===== src/itm_pkg.sv =====
// Shared types and constants for the idle-framed tag matcher.
// No dependencies; every other file imports this package.
`timescale 1ns / 1ps

package itm_pkg;

	localparam int TAG_ENTRIES = 16;
	localparam int TAG_BYTES   = 16;
	localparam int FRAME_MAX   = 64;
	localparam int TAG_OFFSET  = 11;

	localparam int REPLY_LEN = 12;
	localparam int MATCH_MIN = TAG_OFFSET + TAG_BYTES;

	localparam int ENTRY_W = (TAG_ENTRIES > 1) ? $clog2(TAG_ENTRIES) : 1;
	localparam int BYTE_W  = (TAG_BYTES > 1) ? $clog2(TAG_BYTES) : 1;
	localparam int ISSUE_W = ENTRY_W + 1;
	localparam int ID_W    = $clog2(TAG_ENTRIES + 1);
	localparam int LEN_W   = $clog2(FRAME_MAX + 1);
	localparam int MASK_W  = 17;

	typedef enum logic [1:0] {
		OP_BYTE = 2'd0,
		OP_TICK = 2'd1,
		OP_LOAD = 2'd2,
		OP_NONE = 2'd3
	} opcode_t;

	typedef enum logic [1:0] {
		CFG_IDLE_LIMIT  = 2'd0,
		CFG_LED_HOLD    = 2'd1,
		CFG_IGNORE_MASK = 2'd2
	} cfg_reg_t;

	typedef enum logic [1:0] {
		CMD_BYTE,
		CMD_TICK,
		CMD_LOAD,
		CMD_NOP
	} cmd_kind_t;

	typedef enum logic {
		BK_IDLE,
		BK_SCAN
	} back_state_t;

	typedef struct packed {
		opcode_t    opcode;
		logic [7:0] byte_value;
		logic [3:0] entry_index;
		logic [3:0] byte_index;
	} in_item_t;

	typedef struct packed {
		logic       frame_done;
		logic       reply_request;
		logic [4:0] match_id;
		logic       led_on;
		logic       overflow;
	} out_item_t;

	typedef struct packed {
		logic [15:0]       idle_limit;
		logic [15:0]       led_hold;
		logic [MASK_W-1:0] ignore_mask;
	} cfg_regs_t;

	typedef struct packed {
		cmd_kind_t          kind;
		logic [7:0]         value;
		logic [ENTRY_W-1:0] entry;
		logic [BYTE_W-1:0]  bsel;
	} cmd_t;

	typedef logic [TAG_BYTES-1:0][7:0] tag_row_t;

	typedef struct packed {
		logic               en;
		logic [ENTRY_W-1:0] entry;
		logic [BYTE_W-1:0]  bsel;
		logic [7:0]         value;
	} tag_wr_t;

	typedef struct packed {
		logic               done;
		logic               hit;
		logic [ENTRY_W-1:0] idx;
	} match_rsp_t;

endpackage


===== src/idle_framed_tag_matcher.sv =====
// Top level of the idle-framed tag matcher: config registers and the
// front, scan and back units. Uses itm_pkg, itm_front, itm_match, itm_back.
//
//   channel   handshake              payload
//   input     push / full            cmd    (in_item_t)
//   result    pop / empty            result (out_item_t)
//   config    cfg_valid / cfg_ready  cfg_index, cfg_data
//
// Byte, load, unused and non-closing tick items are finished without a scan.
// A tick that closes a frame of 27 bytes or more scans the tag table one row
// per cycle, stopping at the first matching unused entry or after the last row.
// Reset clears all control state at once; tag and frame bytes are not cleared.
// Two-entry queues on the command and result sides let each side stall alone.
`timescale 1ns / 1ps

module idle_framed_tag_matcher (
	input  logic               clk,
	input  logic               arst_n,
	input  logic               push,
	output logic               full,
	input  itm_pkg::in_item_t  cmd,
	input  logic               pop,
	output logic               empty,
	output itm_pkg::out_item_t result,
	input  logic               cfg_valid,
	output logic               cfg_ready,
	input  logic [1:0]         cfg_index,
	input  logic [16:0]        cfg_data
);
	import itm_pkg::*;

	cfg_regs_t  cfg_q;
	logic       cmd_valid;
	cmd_t       cmd_head;
	logic       cmd_pop;
	logic       match_start;
	tag_row_t   window;
	tag_wr_t    tag_wr;
	match_rsp_t match_rsp;

	assign cfg_ready = 1'b1;

	always_ff @(posedge clk or negedge arst_n) begin
		if (!arst_n) begin
			cfg_q.idle_limit  <= 16'd8;
			cfg_q.led_hold    <= 16'd300;
			cfg_q.ignore_mask <= 17'd46128;
		end else if (cfg_valid && cfg_ready) begin
			case (cfg_index)
				CFG_IDLE_LIMIT:  cfg_q.idle_limit  <= cfg_data[15:0];
				CFG_LED_HOLD:    cfg_q.led_hold    <= cfg_data[15:0];
				CFG_IGNORE_MASK: cfg_q.ignore_mask <= cfg_data;
				default: cfg_q <= cfg_q;
			endcase
		end
	end

	itm_front u_front (
		.clk       (clk),
		.arst_n    (arst_n),
		.push      (push),
		.full      (full),
		.item      (cmd),
		.cmd_pop   (cmd_pop),
		.cmd_valid (cmd_valid),
		.cmd       (cmd_head)
	);

	itm_match u_match (
		.clk    (clk),
		.arst_n (arst_n),
		.start  (match_start),
		.window (window),
		.tag_wr (tag_wr),
		.rsp    (match_rsp)
	);

	itm_back u_back (
		.clk         (clk),
		.arst_n      (arst_n),
		.cfg         (cfg_q),
		.cmd_valid   (cmd_valid),
		.cmd         (cmd_head),
		.cmd_pop     (cmd_pop),
		.match_start (match_start),
		.window      (window),
		.tag_wr      (tag_wr),
		.match_rsp   (match_rsp),
		.pop         (pop),
		.empty       (empty),
		.result      (result)
	);

endmodule


===== src/itm_front.sv =====
// Front end: decodes incoming items into commands and holds them in a
// two-entry command queue for the back end. Uses itm_pkg.
`timescale 1ns / 1ps

module itm_front (
	input  logic            clk,
	input  logic            arst_n,
	input  logic            push,
	output logic            full,
	input  itm_pkg::in_item_t item,
	input  logic            cmd_pop,
	output logic            cmd_valid,
	output itm_pkg::cmd_t   cmd
);
	import itm_pkg::*;

	cmd_t       dec;
	logic       load_ok;
	cmd_t       slot_q [2];
	logic       wr_ptr_q;
	logic       rd_ptr_q;
	logic [1:0] cnt_q;
	logic       do_push;
	logic       do_pop;

	assign load_ok = (32'(item.entry_index) < 32'(TAG_ENTRIES)) &&
	                 (32'(item.byte_index) < 32'(TAG_BYTES));

	always_comb begin
		dec.value = item.byte_value;
		dec.entry = ENTRY_W'(item.entry_index);
		dec.bsel  = BYTE_W'(item.byte_index);
		case (item.opcode)
			OP_BYTE: begin
				dec.kind = CMD_BYTE;
			end
			OP_TICK: begin
				dec.kind = CMD_TICK;
			end
			OP_LOAD: begin
				// out-of-range loads become no-ops here
				dec.kind = load_ok ? CMD_LOAD : CMD_NOP;
			end
			default: begin
				dec.kind = CMD_NOP;
			end
		endcase
	end

	assign full      = (cnt_q == 2'd2);
	assign cmd_valid = (cnt_q != 2'd0);
	assign cmd       = slot_q[rd_ptr_q];
	assign do_push   = push && !full;
	assign do_pop    = cmd_pop && cmd_valid;

	always_ff @(posedge clk) begin
		if (do_push) begin
			slot_q[wr_ptr_q] <= dec;
		end
	end

	always_ff @(posedge clk or negedge arst_n) begin
		if (!arst_n) begin
			wr_ptr_q <= 1'b0;
			rd_ptr_q <= 1'b0;
			cnt_q    <= 2'd0;
		end else begin
			if (do_push) begin
				wr_ptr_q <= ~wr_ptr_q;
			end
			if (do_pop) begin
				rd_ptr_q <= ~rd_ptr_q;
			end
			case ({do_push, do_pop})
				2'b10: cnt_q <= cnt_q + 2'd1;
				2'b01: cnt_q <= cnt_q - 2'd1;
				default: cnt_q <= cnt_q;
			endcase
		end
	end

endmodule


===== src/itm_match.sv =====
// Tag table memory, used marks and the entry scan unit.
// One row read per cycle, compare in the next cycle. Uses itm_pkg.
`timescale 1ns / 1ps

module itm_match (
	input  logic                clk,
	input  logic                arst_n,
	input  logic                start,
	input  itm_pkg::tag_row_t   window,
	input  itm_pkg::tag_wr_t    tag_wr,
	output itm_pkg::match_rsp_t rsp
);
	import itm_pkg::*;

	localparam logic [ISSUE_W-1:0] ISSUE_END = ISSUE_W'(TAG_ENTRIES);
	localparam logic [ENTRY_W-1:0] LAST_IDX  = ENTRY_W'(TAG_ENTRIES - 1);

	tag_row_t                 tag_mem [TAG_ENTRIES];
	tag_row_t                 rd_q;
	logic [ENTRY_W-1:0]       cmp_idx_q;
	logic                     cmp_vld_q;
	logic                     busy_q;
	logic [ISSUE_W-1:0]       issue_q;
	logic [TAG_ENTRIES-1:0]   used_q;
	logic                     issuing;
	logic                     hit_now;
	logic                     last_now;

	assign issuing  = busy_q && (issue_q < ISSUE_END);
	assign hit_now  = busy_q && cmp_vld_q && !used_q[cmp_idx_q] && (rd_q == window);
	assign last_now = busy_q && cmp_vld_q && (cmp_idx_q == LAST_IDX);

	assign rsp.done = hit_now || last_now;
	assign rsp.hit  = hit_now;
	assign rsp.idx  = cmp_idx_q;

	always_ff @(posedge clk) begin
		if (tag_wr.en) begin
			tag_mem[tag_wr.entry][tag_wr.bsel] <= tag_wr.value;
		end
		if (issuing) begin
			rd_q      <= tag_mem[issue_q[ENTRY_W-1:0]];
			cmp_idx_q <= issue_q[ENTRY_W-1:0];
		end
	end

	always_ff @(posedge clk or negedge arst_n) begin
		if (!arst_n) begin
			busy_q    <= 1'b0;
			issue_q   <= '0;
			cmp_vld_q <= 1'b0;
			used_q    <= '0;
		end else begin
			if (start) begin
				busy_q    <= 1'b1;
				issue_q   <= '0;
				cmp_vld_q <= 1'b0;
			end else if (rsp.done) begin
				busy_q    <= 1'b0;
				cmp_vld_q <= 1'b0;
				if (hit_now) begin
					used_q[cmp_idx_q] <= 1'b1;
				end
			end else if (busy_q) begin
				cmp_vld_q <= issuing;
				if (issuing) begin
					issue_q <= issue_q + ISSUE_W'(1);
				end
			end
		end
	end

endmodule


===== src/itm_back.sv =====
// Back end: frame length, tag window, idle and hold counters, result queue.
// Drives the scan unit in itm_match. Uses itm_pkg.
`timescale 1ns / 1ps

module itm_back (
	input  logic                 clk,
	input  logic                 arst_n,
	input  itm_pkg::cfg_regs_t   cfg,
	input  logic                 cmd_valid,
	input  itm_pkg::cmd_t        cmd,
	output logic                 cmd_pop,
	output logic                 match_start,
	output itm_pkg::tag_row_t    window,
	output itm_pkg::tag_wr_t     tag_wr,
	input  itm_pkg::match_rsp_t  match_rsp,
	input  logic                 pop,
	output logic                 empty,
	output itm_pkg::out_item_t   result
);
	import itm_pkg::*;

	back_state_t          state_q, state_d;
	logic [LEN_W-1:0]     len_q, len_d;
	logic signed [16:0]   idle_q, idle_d;
	logic [15:0]          hold_q, hold_d;
	tag_row_t             win_q;
	logic                 win_we;
	logic [BYTE_W-1:0]    win_idx;

	out_item_t            res_q [2];
	logic                 res_wr_q;
	logic                 res_rd_q;
	logic [1:0]           res_cnt_q;
	logic                 res_full;
	logic                 res_push;
	logic                 res_pop;
	out_item_t            res_d;

	logic signed [16:0]   idle_dec;
	logic                 closes;
	logic                 start_ok;
	logic                 is_reply;
	logic                 is_short;
	logic                 scan_go;
	logic [ID_W-1:0]      scan_id;

	function automatic logic [15:0] hold_step(input logic [15:0] base);
		return (base != 16'd0) ? base - 16'd1 : 16'd0;
	endfunction

	// a reported number at or above the mask width is never ignored
	function automatic logic is_ignored(input logic [ID_W-1:0] id,
	                                    input logic [MASK_W-1:0] mask);
		return (32'(id) < 32'(MASK_W)) && mask[5'(id)];
	endfunction

	assign window   = win_q;
	assign idle_dec = idle_q[16] ? idle_q : idle_q - 17'sd1;
	assign closes   = (idle_dec == 17'sd0);
	assign res_full = (res_cnt_q == 2'd2);
	assign start_ok = (state_q == BK_IDLE) && cmd_valid && !res_full;
	assign is_reply = (32'(len_q) == 32'(REPLY_LEN));
	assign is_short = (32'(len_q) < 32'(MATCH_MIN));
	assign scan_go  = start_ok && (cmd.kind == CMD_TICK) && closes && !is_reply && !is_short;
	assign scan_id  = match_rsp.hit ? ID_W'(match_rsp.idx) + ID_W'(1) : '0;
	assign win_idx  = BYTE_W'(len_q - LEN_W'(TAG_OFFSET));

	always_comb begin
		state_d = state_q;
		case (state_q)
			BK_IDLE: begin
				if (scan_go) begin
					state_d = BK_SCAN;
				end
			end
			BK_SCAN: begin
				if (match_rsp.done) begin
					state_d = BK_IDLE;
				end
			end
			default: begin
				state_d = BK_IDLE;
			end
		endcase
	end

	always_comb begin
		cmd_pop      = 1'b0;
		res_push     = 1'b0;
		res_d        = '0;
		match_start  = 1'b0;
		tag_wr.en    = 1'b0;
		tag_wr.entry = cmd.entry;
		tag_wr.bsel  = cmd.bsel;
		tag_wr.value = cmd.value;
		len_d        = len_q;
		idle_d       = idle_q;
		hold_d       = hold_q;
		win_we       = 1'b0;
		case (state_q)
			BK_IDLE: begin
				if (start_ok) begin
					cmd_pop = 1'b1;
					case (cmd.kind)
						CMD_BYTE: begin
							res_push = 1'b1;
							idle_d   = {1'b0, cfg.idle_limit};
							if (32'(len_q) < 32'(FRAME_MAX)) begin
								len_d  = len_q + LEN_W'(1);
								win_we = (32'(len_q) >= 32'(TAG_OFFSET)) && is_short;
							end else begin
								res_d.overflow = 1'b1;
							end
							res_d.led_on = (hold_q != 16'd0);
						end
						CMD_LOAD: begin
							res_push     = 1'b1;
							tag_wr.en    = 1'b1;
							res_d.led_on = (hold_q != 16'd0);
						end
						CMD_TICK: begin
							idle_d = idle_dec;
							if (!closes) begin
								res_push = 1'b1;
								hold_d   = hold_step(hold_q);
							end else begin
								len_d = '0;
								if (is_reply) begin
									res_push            = 1'b1;
									res_d.frame_done    = 1'b1;
									res_d.reply_request = 1'b1;
									hold_d              = hold_step(hold_q);
								end else if (is_short) begin
									res_push         = 1'b1;
									res_d.frame_done = 1'b1;
									hold_d = hold_step(is_ignored('0, cfg.ignore_mask) ?
									                   hold_q : cfg.led_hold);
								end else begin
									match_start = 1'b1;
								end
							end
							res_d.led_on = (hold_d != 16'd0);
						end
						default: begin
							res_push     = 1'b1;
							res_d.led_on = (hold_q != 16'd0);
						end
					endcase
				end
			end
			BK_SCAN: begin
				if (match_rsp.done) begin
					res_push         = 1'b1;
					res_d.frame_done = 1'b1;
					res_d.match_id   = 5'(scan_id);
					hold_d = hold_step(is_ignored(scan_id, cfg.ignore_mask) ?
					                   hold_q : cfg.led_hold);
					res_d.led_on = (hold_d != 16'd0);
				end
			end
			default: begin
				res_d = '0;
			end
		endcase
	end

	assign empty   = (res_cnt_q == 2'd0);
	assign result  = res_q[res_rd_q];
	assign res_pop = pop && !empty;

	always_ff @(posedge clk) begin
		if (win_we) begin
			win_q[win_idx] <= cmd.value;
		end
		if (res_push) begin
			res_q[res_wr_q] <= res_d;
		end
	end

	always_ff @(posedge clk or negedge arst_n) begin
		if (!arst_n) begin
			state_q   <= BK_IDLE;
			len_q     <= '0;
			idle_q    <= -17'sd1;
			hold_q    <= 16'd0;
			res_wr_q  <= 1'b0;
			res_rd_q  <= 1'b0;
			res_cnt_q <= 2'd0;
		end else begin
			state_q <= state_d;
			len_q   <= len_d;
			idle_q  <= idle_d;
			hold_q  <= hold_d;
			if (res_push) begin
				res_wr_q <= ~res_wr_q;
			end
			if (res_pop) begin
				res_rd_q <= ~res_rd_q;
			end
			case ({res_push, res_pop})
				2'b10: res_cnt_q <= res_cnt_q + 2'd1;
				2'b01: res_cnt_q <= res_cnt_q - 2'd1;
				default: res_cnt_q <= res_cnt_q;
			endcase
		end
	end

endmodule

===== config.mk =====
export PLATFORM = sky130hd
export DESIGN_NAME = idle_framed_tag_matcher
export DESIGN_NICKNAME = d
export VERILOG_FILES = /design/src/itm_pkg.sv /design/src/idle_framed_tag_matcher.sv /design/src/itm_front.sv /design/src/itm_match.sv /design/src/itm_back.sv
export SDC_FILE = /design/constraint.sdc
export NUM_CORES = 2
export LEC_CHECK = 0
export ABC_AREA = 0
export BUFFER_PORTS_ARGS = -buffer_cell sky130_fd_sc_hd__buf_2
export CORE_MARGIN = 3
export CORE_UTILIZATION = 35
export DETAILED_ROUTE_END_ITERATION = 8
export GPL_TIMING_DRIVEN = 0
export PLACE_DENSITY = 0.56
export SETUP_SLACK_MARGIN = 0.4
export SYNTH_ARGS = -nofsm -noshare
export SYNTH_HDL_FRONTEND = slang
export SYNTH_SLANG_ARGS = --single-unit

===== constraint.sdc =====
create_clock -name clk -period 7.63 [get_ports clk]
set_input_delay 1.526 -clock clk [delete_from_list [all_inputs] [get_ports clk]]
set_output_delay 1.526 -clock clk [all_outputs]
set_load 0.02 [all_outputs]

==> implementation parameters <==
Parameter                              Value

GRT
  Maximum number of pins on one net before global-route repair    134
  GR Util met3    2.664%
  GR Util met2    28.91%
  Global routing usage on met1    26.41%
  Number of antenna violations at the first check in global routing    27
  Wire length of the first global-routing pass    371100 um
  Busiest layer in global routing    met2
  Number of global-route vias before repair    48520
  Congestion Overflow GR    0
  Total Routing Usage GR    18.17%

Min path
  Beginning of the worst hold path    u_match.issue_q[3]
  Worst hold path type    register to register
  Number of cells traversed by the worst hold path    0
  Endpoint, Worst Hold    u_match.cmp_idx_q[3]

Setup path
  CP arrival    7.46 ns
  Register-to-register setup slack    0.71 ns
  CP Data Required Time    8.17 ns
  Crit Path Category    register to register
  Worst Setup Start Kind    register
  Nature of the critical path endpoint    register
  Worst-case reg-to-reg path depth    22
  Endpoint of the worst register-to-register path    u_back.res_q[1][1]
  Highest net fanout along the worst path    10
  Origin of the critical flop-to-flop path    u_match.cmp_idx_q[1]

Placement
  Cell Area, Placed    0.1034 mm2
  Port buffer count    50
  Final weighted congestion in routability-driven placement    0.8311
  Post-detail-place hpwl    167900 um

Clocking
  Clock edge transition at the registers on the reported setup and hold paths    0.06 ns
  Number of buffers between clock root and the deepest sink    4
  Number of CTS-inserted buffers    278
  CTS H-tree lvls    5
  Clock tree from TritonCTS    built
  Root Driver    clkbuf_16
  CTS sink count    2483
  Hold Buf Count CTS    0
  Clock latency on the worst-skew pair    0.91 ns

STA
  Final Max Slew Viols    0
  Final Skew    0.04374 ns
  Slew at the pin with the worst max-slew slack    1.466 ns
  RSZ-0062 raised after global routing    no
  Worst rel slew slack    2.297%
  Final sum of negative setup slack    0 ns
  Final worst path period share    90.64%
  Final hold violation count    0
  Fin crit period    6.916 ns
  Finish-stage setup viols    0
  Achievable clock frequency    144.6 MHz

Synth
  Library cells used by synthesis    79
  Number of synthesized flops with an enable pin    2362
  Count of state elements after synthesis    2483
  Ys async rst share    4.873%
  Synthesized Nets    4769
  Share of synthesized area occupied by flip-flops and latches    75.81%
  Post-synthesis cell count    4709
  Post-synthesis average cell area    20.73 um2
  Cell area after synthesis    0.09760 mm2
  Top flip-flop cell by instance count after synthesis    edfxtp_1
  YS warnings    0

Floorplanning
  Initial cell density of the core    35.24%
  Floorplan die area    0.2852 mm2
  Overall die height    534.1 um
  Number of core rows    193
  Placeable core region    0.2770 mm2
  Boundary Pins    54
  Horiz. Die Dim    534.1 um

Routing
  Total via count in the routed design    48720
  DRC marker count from the first detailed-route iteration    5366
  Final routed wirelength across all metal layers    263200 um
  Count of antenna-violating nets left after detailed routing    0
  Routed wire length per instance    29.34 um
  1st-pass router iterations    8
  Per-cell via count in the routed design    5.431
  DRC violation count after routing    0

Status
  Status    completed

Final layout
  Final cell area excluding filler cells    0.1118 mm2
  Net total in the final layout    5131
  Area growth from synthesis to layout    14.56%
  Fraction of final layout cells with drive strength greater than 1    23.43%

Power
  P per Cell Area    303.1 mW/mm2
  Maximum ir drop on the vdd rail    0.2945 mV
  Leakage power figure    33.96 nW

Job
  Max-cap check violation count    0
## layout by cell type, fill, tap and decap left out, types with 35 or more instances in the layout
master,Yosys,routed
nor3_1,46,46
nor2_1,380,378
buf_2,4,53
buf_1,51,51
a21oi_1,67,67
mux2_2,75,67
nor4_1,44,42
xor2_1,139,139
clkinv_1,1,63
inv_1,35,35
o21ai_0,48,48
mux4_2,645,645
nand2_1,117,116
edfxtp_1,2362,2362
xnor2_1,40,40
clkbuf_1,193,228
dfrtp_1,93,93
clkbuf_16,0,288
## routing by layer
metal	vias to the layer above	part of all wire, %	wire, um
li1	20040	-	-
met4	0	2.4	6314
met5	-	0	0
met1	26220	43	112700
met3	374	7.2	19060
met2	2087	48	125000
## state kept, by name, indices dropped and copies added (netlist names)
register           flops
cfg_q                 49
u_back.hold_q         16
u_back.idle_q         17
u_back.len_q           7
u_back.res_cnt_q       2
u_back.res_q          18
u_back.res_rd_q        1
u_back.res_wr_q        1
u_back.state_q         1
u_back.window        128
u_front.cnt_q          2
u_front.rd_ptr_q       1
u_front.slot_q        36
u_front.wr_ptr_q       1
u_match.busy_q         1
u_match.cmp_idx_q      4
u_match.cmp_vld_q      1
u_match.issue_q        5
u_match.rd_q         128
u_match.tag_mem     2048
u_match.used_q        16
## final cells by class
type	instances	area, um2
inverter	36	135.1
sequential	2483	73990
tap	3705	4636
clock inverter	113	868.3
multi-input combinational	1939	22680
antenna	6	15.01
clock buffer	354	7485
timing repair buffer	82	1003
buffer	251	997.2
fill	24420	165200
## synthesized netlist by cell type (all sizes together) (5+ instances only)
master     n  area [um2]
dfstp     28       735.7
a31oi      8       50.05
a41oi      5       43.79
or3       10       62.56
nand4     23       143.9
or2        6       37.54
buf       58       237.7
nand3     28       140.1
mux2i     30       300.3
clkbuf   193       724.4
mux2      76       859.6
a311oi     6       52.55
o31ai      7       66.31
and4       6       52.55
o22ai     10       62.56
ha        18       225.2
and2      13       81.33
inv       35       131.4
nand2    117       439.2
a211oi    10       85.08
nor4      46       300.3
nand2b    14       87.58
and3      20       125.1
xor2     139        1217
mux4     645       14530
dfrtp     93        2327
a21o      15       112.6
nor2     380        1426
nor2b     14       87.58
nor3b     10       75.07
nor3      46       230.2
o21ai     57       285.3
o32ai     11       96.34
xnor2     40       350.3
edfxtp  2362       70930
nor4b      5       58.80
a21oi     67       335.3
## worst max-delay path, stage by stage (launching register included)
cell and delay (ns):
edfxtp_1 0.37, clkbuf_1 0.40, inv_1 0.22, ha_1 0.34, clkbuf_1 0.36, mux4_2 0.56, nand2_1 0.10, o311ai_0 0.16
a21oi_1 0.18, nor3_1 0.10, a211oi_4 0.20, buf_4 0.20, clkbuf_2 0.34, mux2i_1 0.24, ha_1 0.16, clkbuf_1 0.39
nor3b_4 0.39, nand3_1 0.25, nor2b_1 0.41, mux2i_1 0.24, clkbuf_1 0.37, a211oi_2 0.38, o22ai_1 0.21
## worst max-delay path by stage
stage / start / slack, ns / to
6_report: u_match.cmp_idx_q[1] / 0.71 / u_back.res_q[1][1]
5_1_grt: u_match.cmp_idx_q[1] / 0.46 / u_back.res_q[1][1]
4_1_cts: u_match.cmp_idx_q[1] / 0.56 / u_back.res_q[1][1]
3_5_place_dp: u_match.cmp_idx_q[1] / -0.19 / u_back.res_q[1][1]
3_3_place_gp: u_match.busy_q / -2.79 / u_match.issue_q[3]
2_1_floorplan: u_match.busy_q / 0.53 / u_match.issue_q[3]
## what timing repair did
| item | CTS | global route |
|---|---|---|
| setup endpoints to repair | 10 | 6 |
| resized for setup | 4 | 1 |
| pin swaps | 0 | 1 |
| buffers inserted | 0 | 3 |
## report_power, final
part / internal, mW / total [mW] / switching [mW] / leakage [nW]
sequential: 16.8 / 17.0 / 0.197 / 22.7
combinational: 0.957 / 4.37 / 3.41 / 7.18
clock: 7.36 / 12.5 / 5.18 / 4.08
## logic make-up (layout without fill, tap and decap cells)
| group | count (synthesis) | in the layout | share of synthesized area [%] |
|---|---|---|---|
| simple gates | 752 | 752 | 3.563 |
| flops | 2483 | 2483 | 75.81 |
| fa+ha+maj | 18 | 18 | 0.2308 |
| compound gates | 238 | 238 | 1.586 |
| xor+xnor | 179 | 179 | 1.606 |
| other cells | 1 | 7 | 0.003842 |
| mux | 751 | 751 | 16.07 |
| buf+inv | 287 | 836 | 1.124 |
## per-stage QoR
step | instances | hold slack, ns | worst slack (ns) | utilization [%] | power (mW)
3_3_place_gp | 8464 | 0.4318 | -2.792 | 37.00 | 21.59
5_1_grt | 8964 | 0.4588 | 0.4601 | 40.36 | 34.98
3_5_place_dp | 8493 | 0.4308 | -0.1895 | 37.33 | 21.61
2_1_floorplan | 4709 | 0.4226 | 0.5338 | - | 19.47
6_report | 8969 | 0.4342 | 0.7144 | 40.37 | 33.89
4_1_cts | 8960 | 0.4426 | 0.5606 | 40.35 | 34.10
Power figures use the tool's default switching activity.
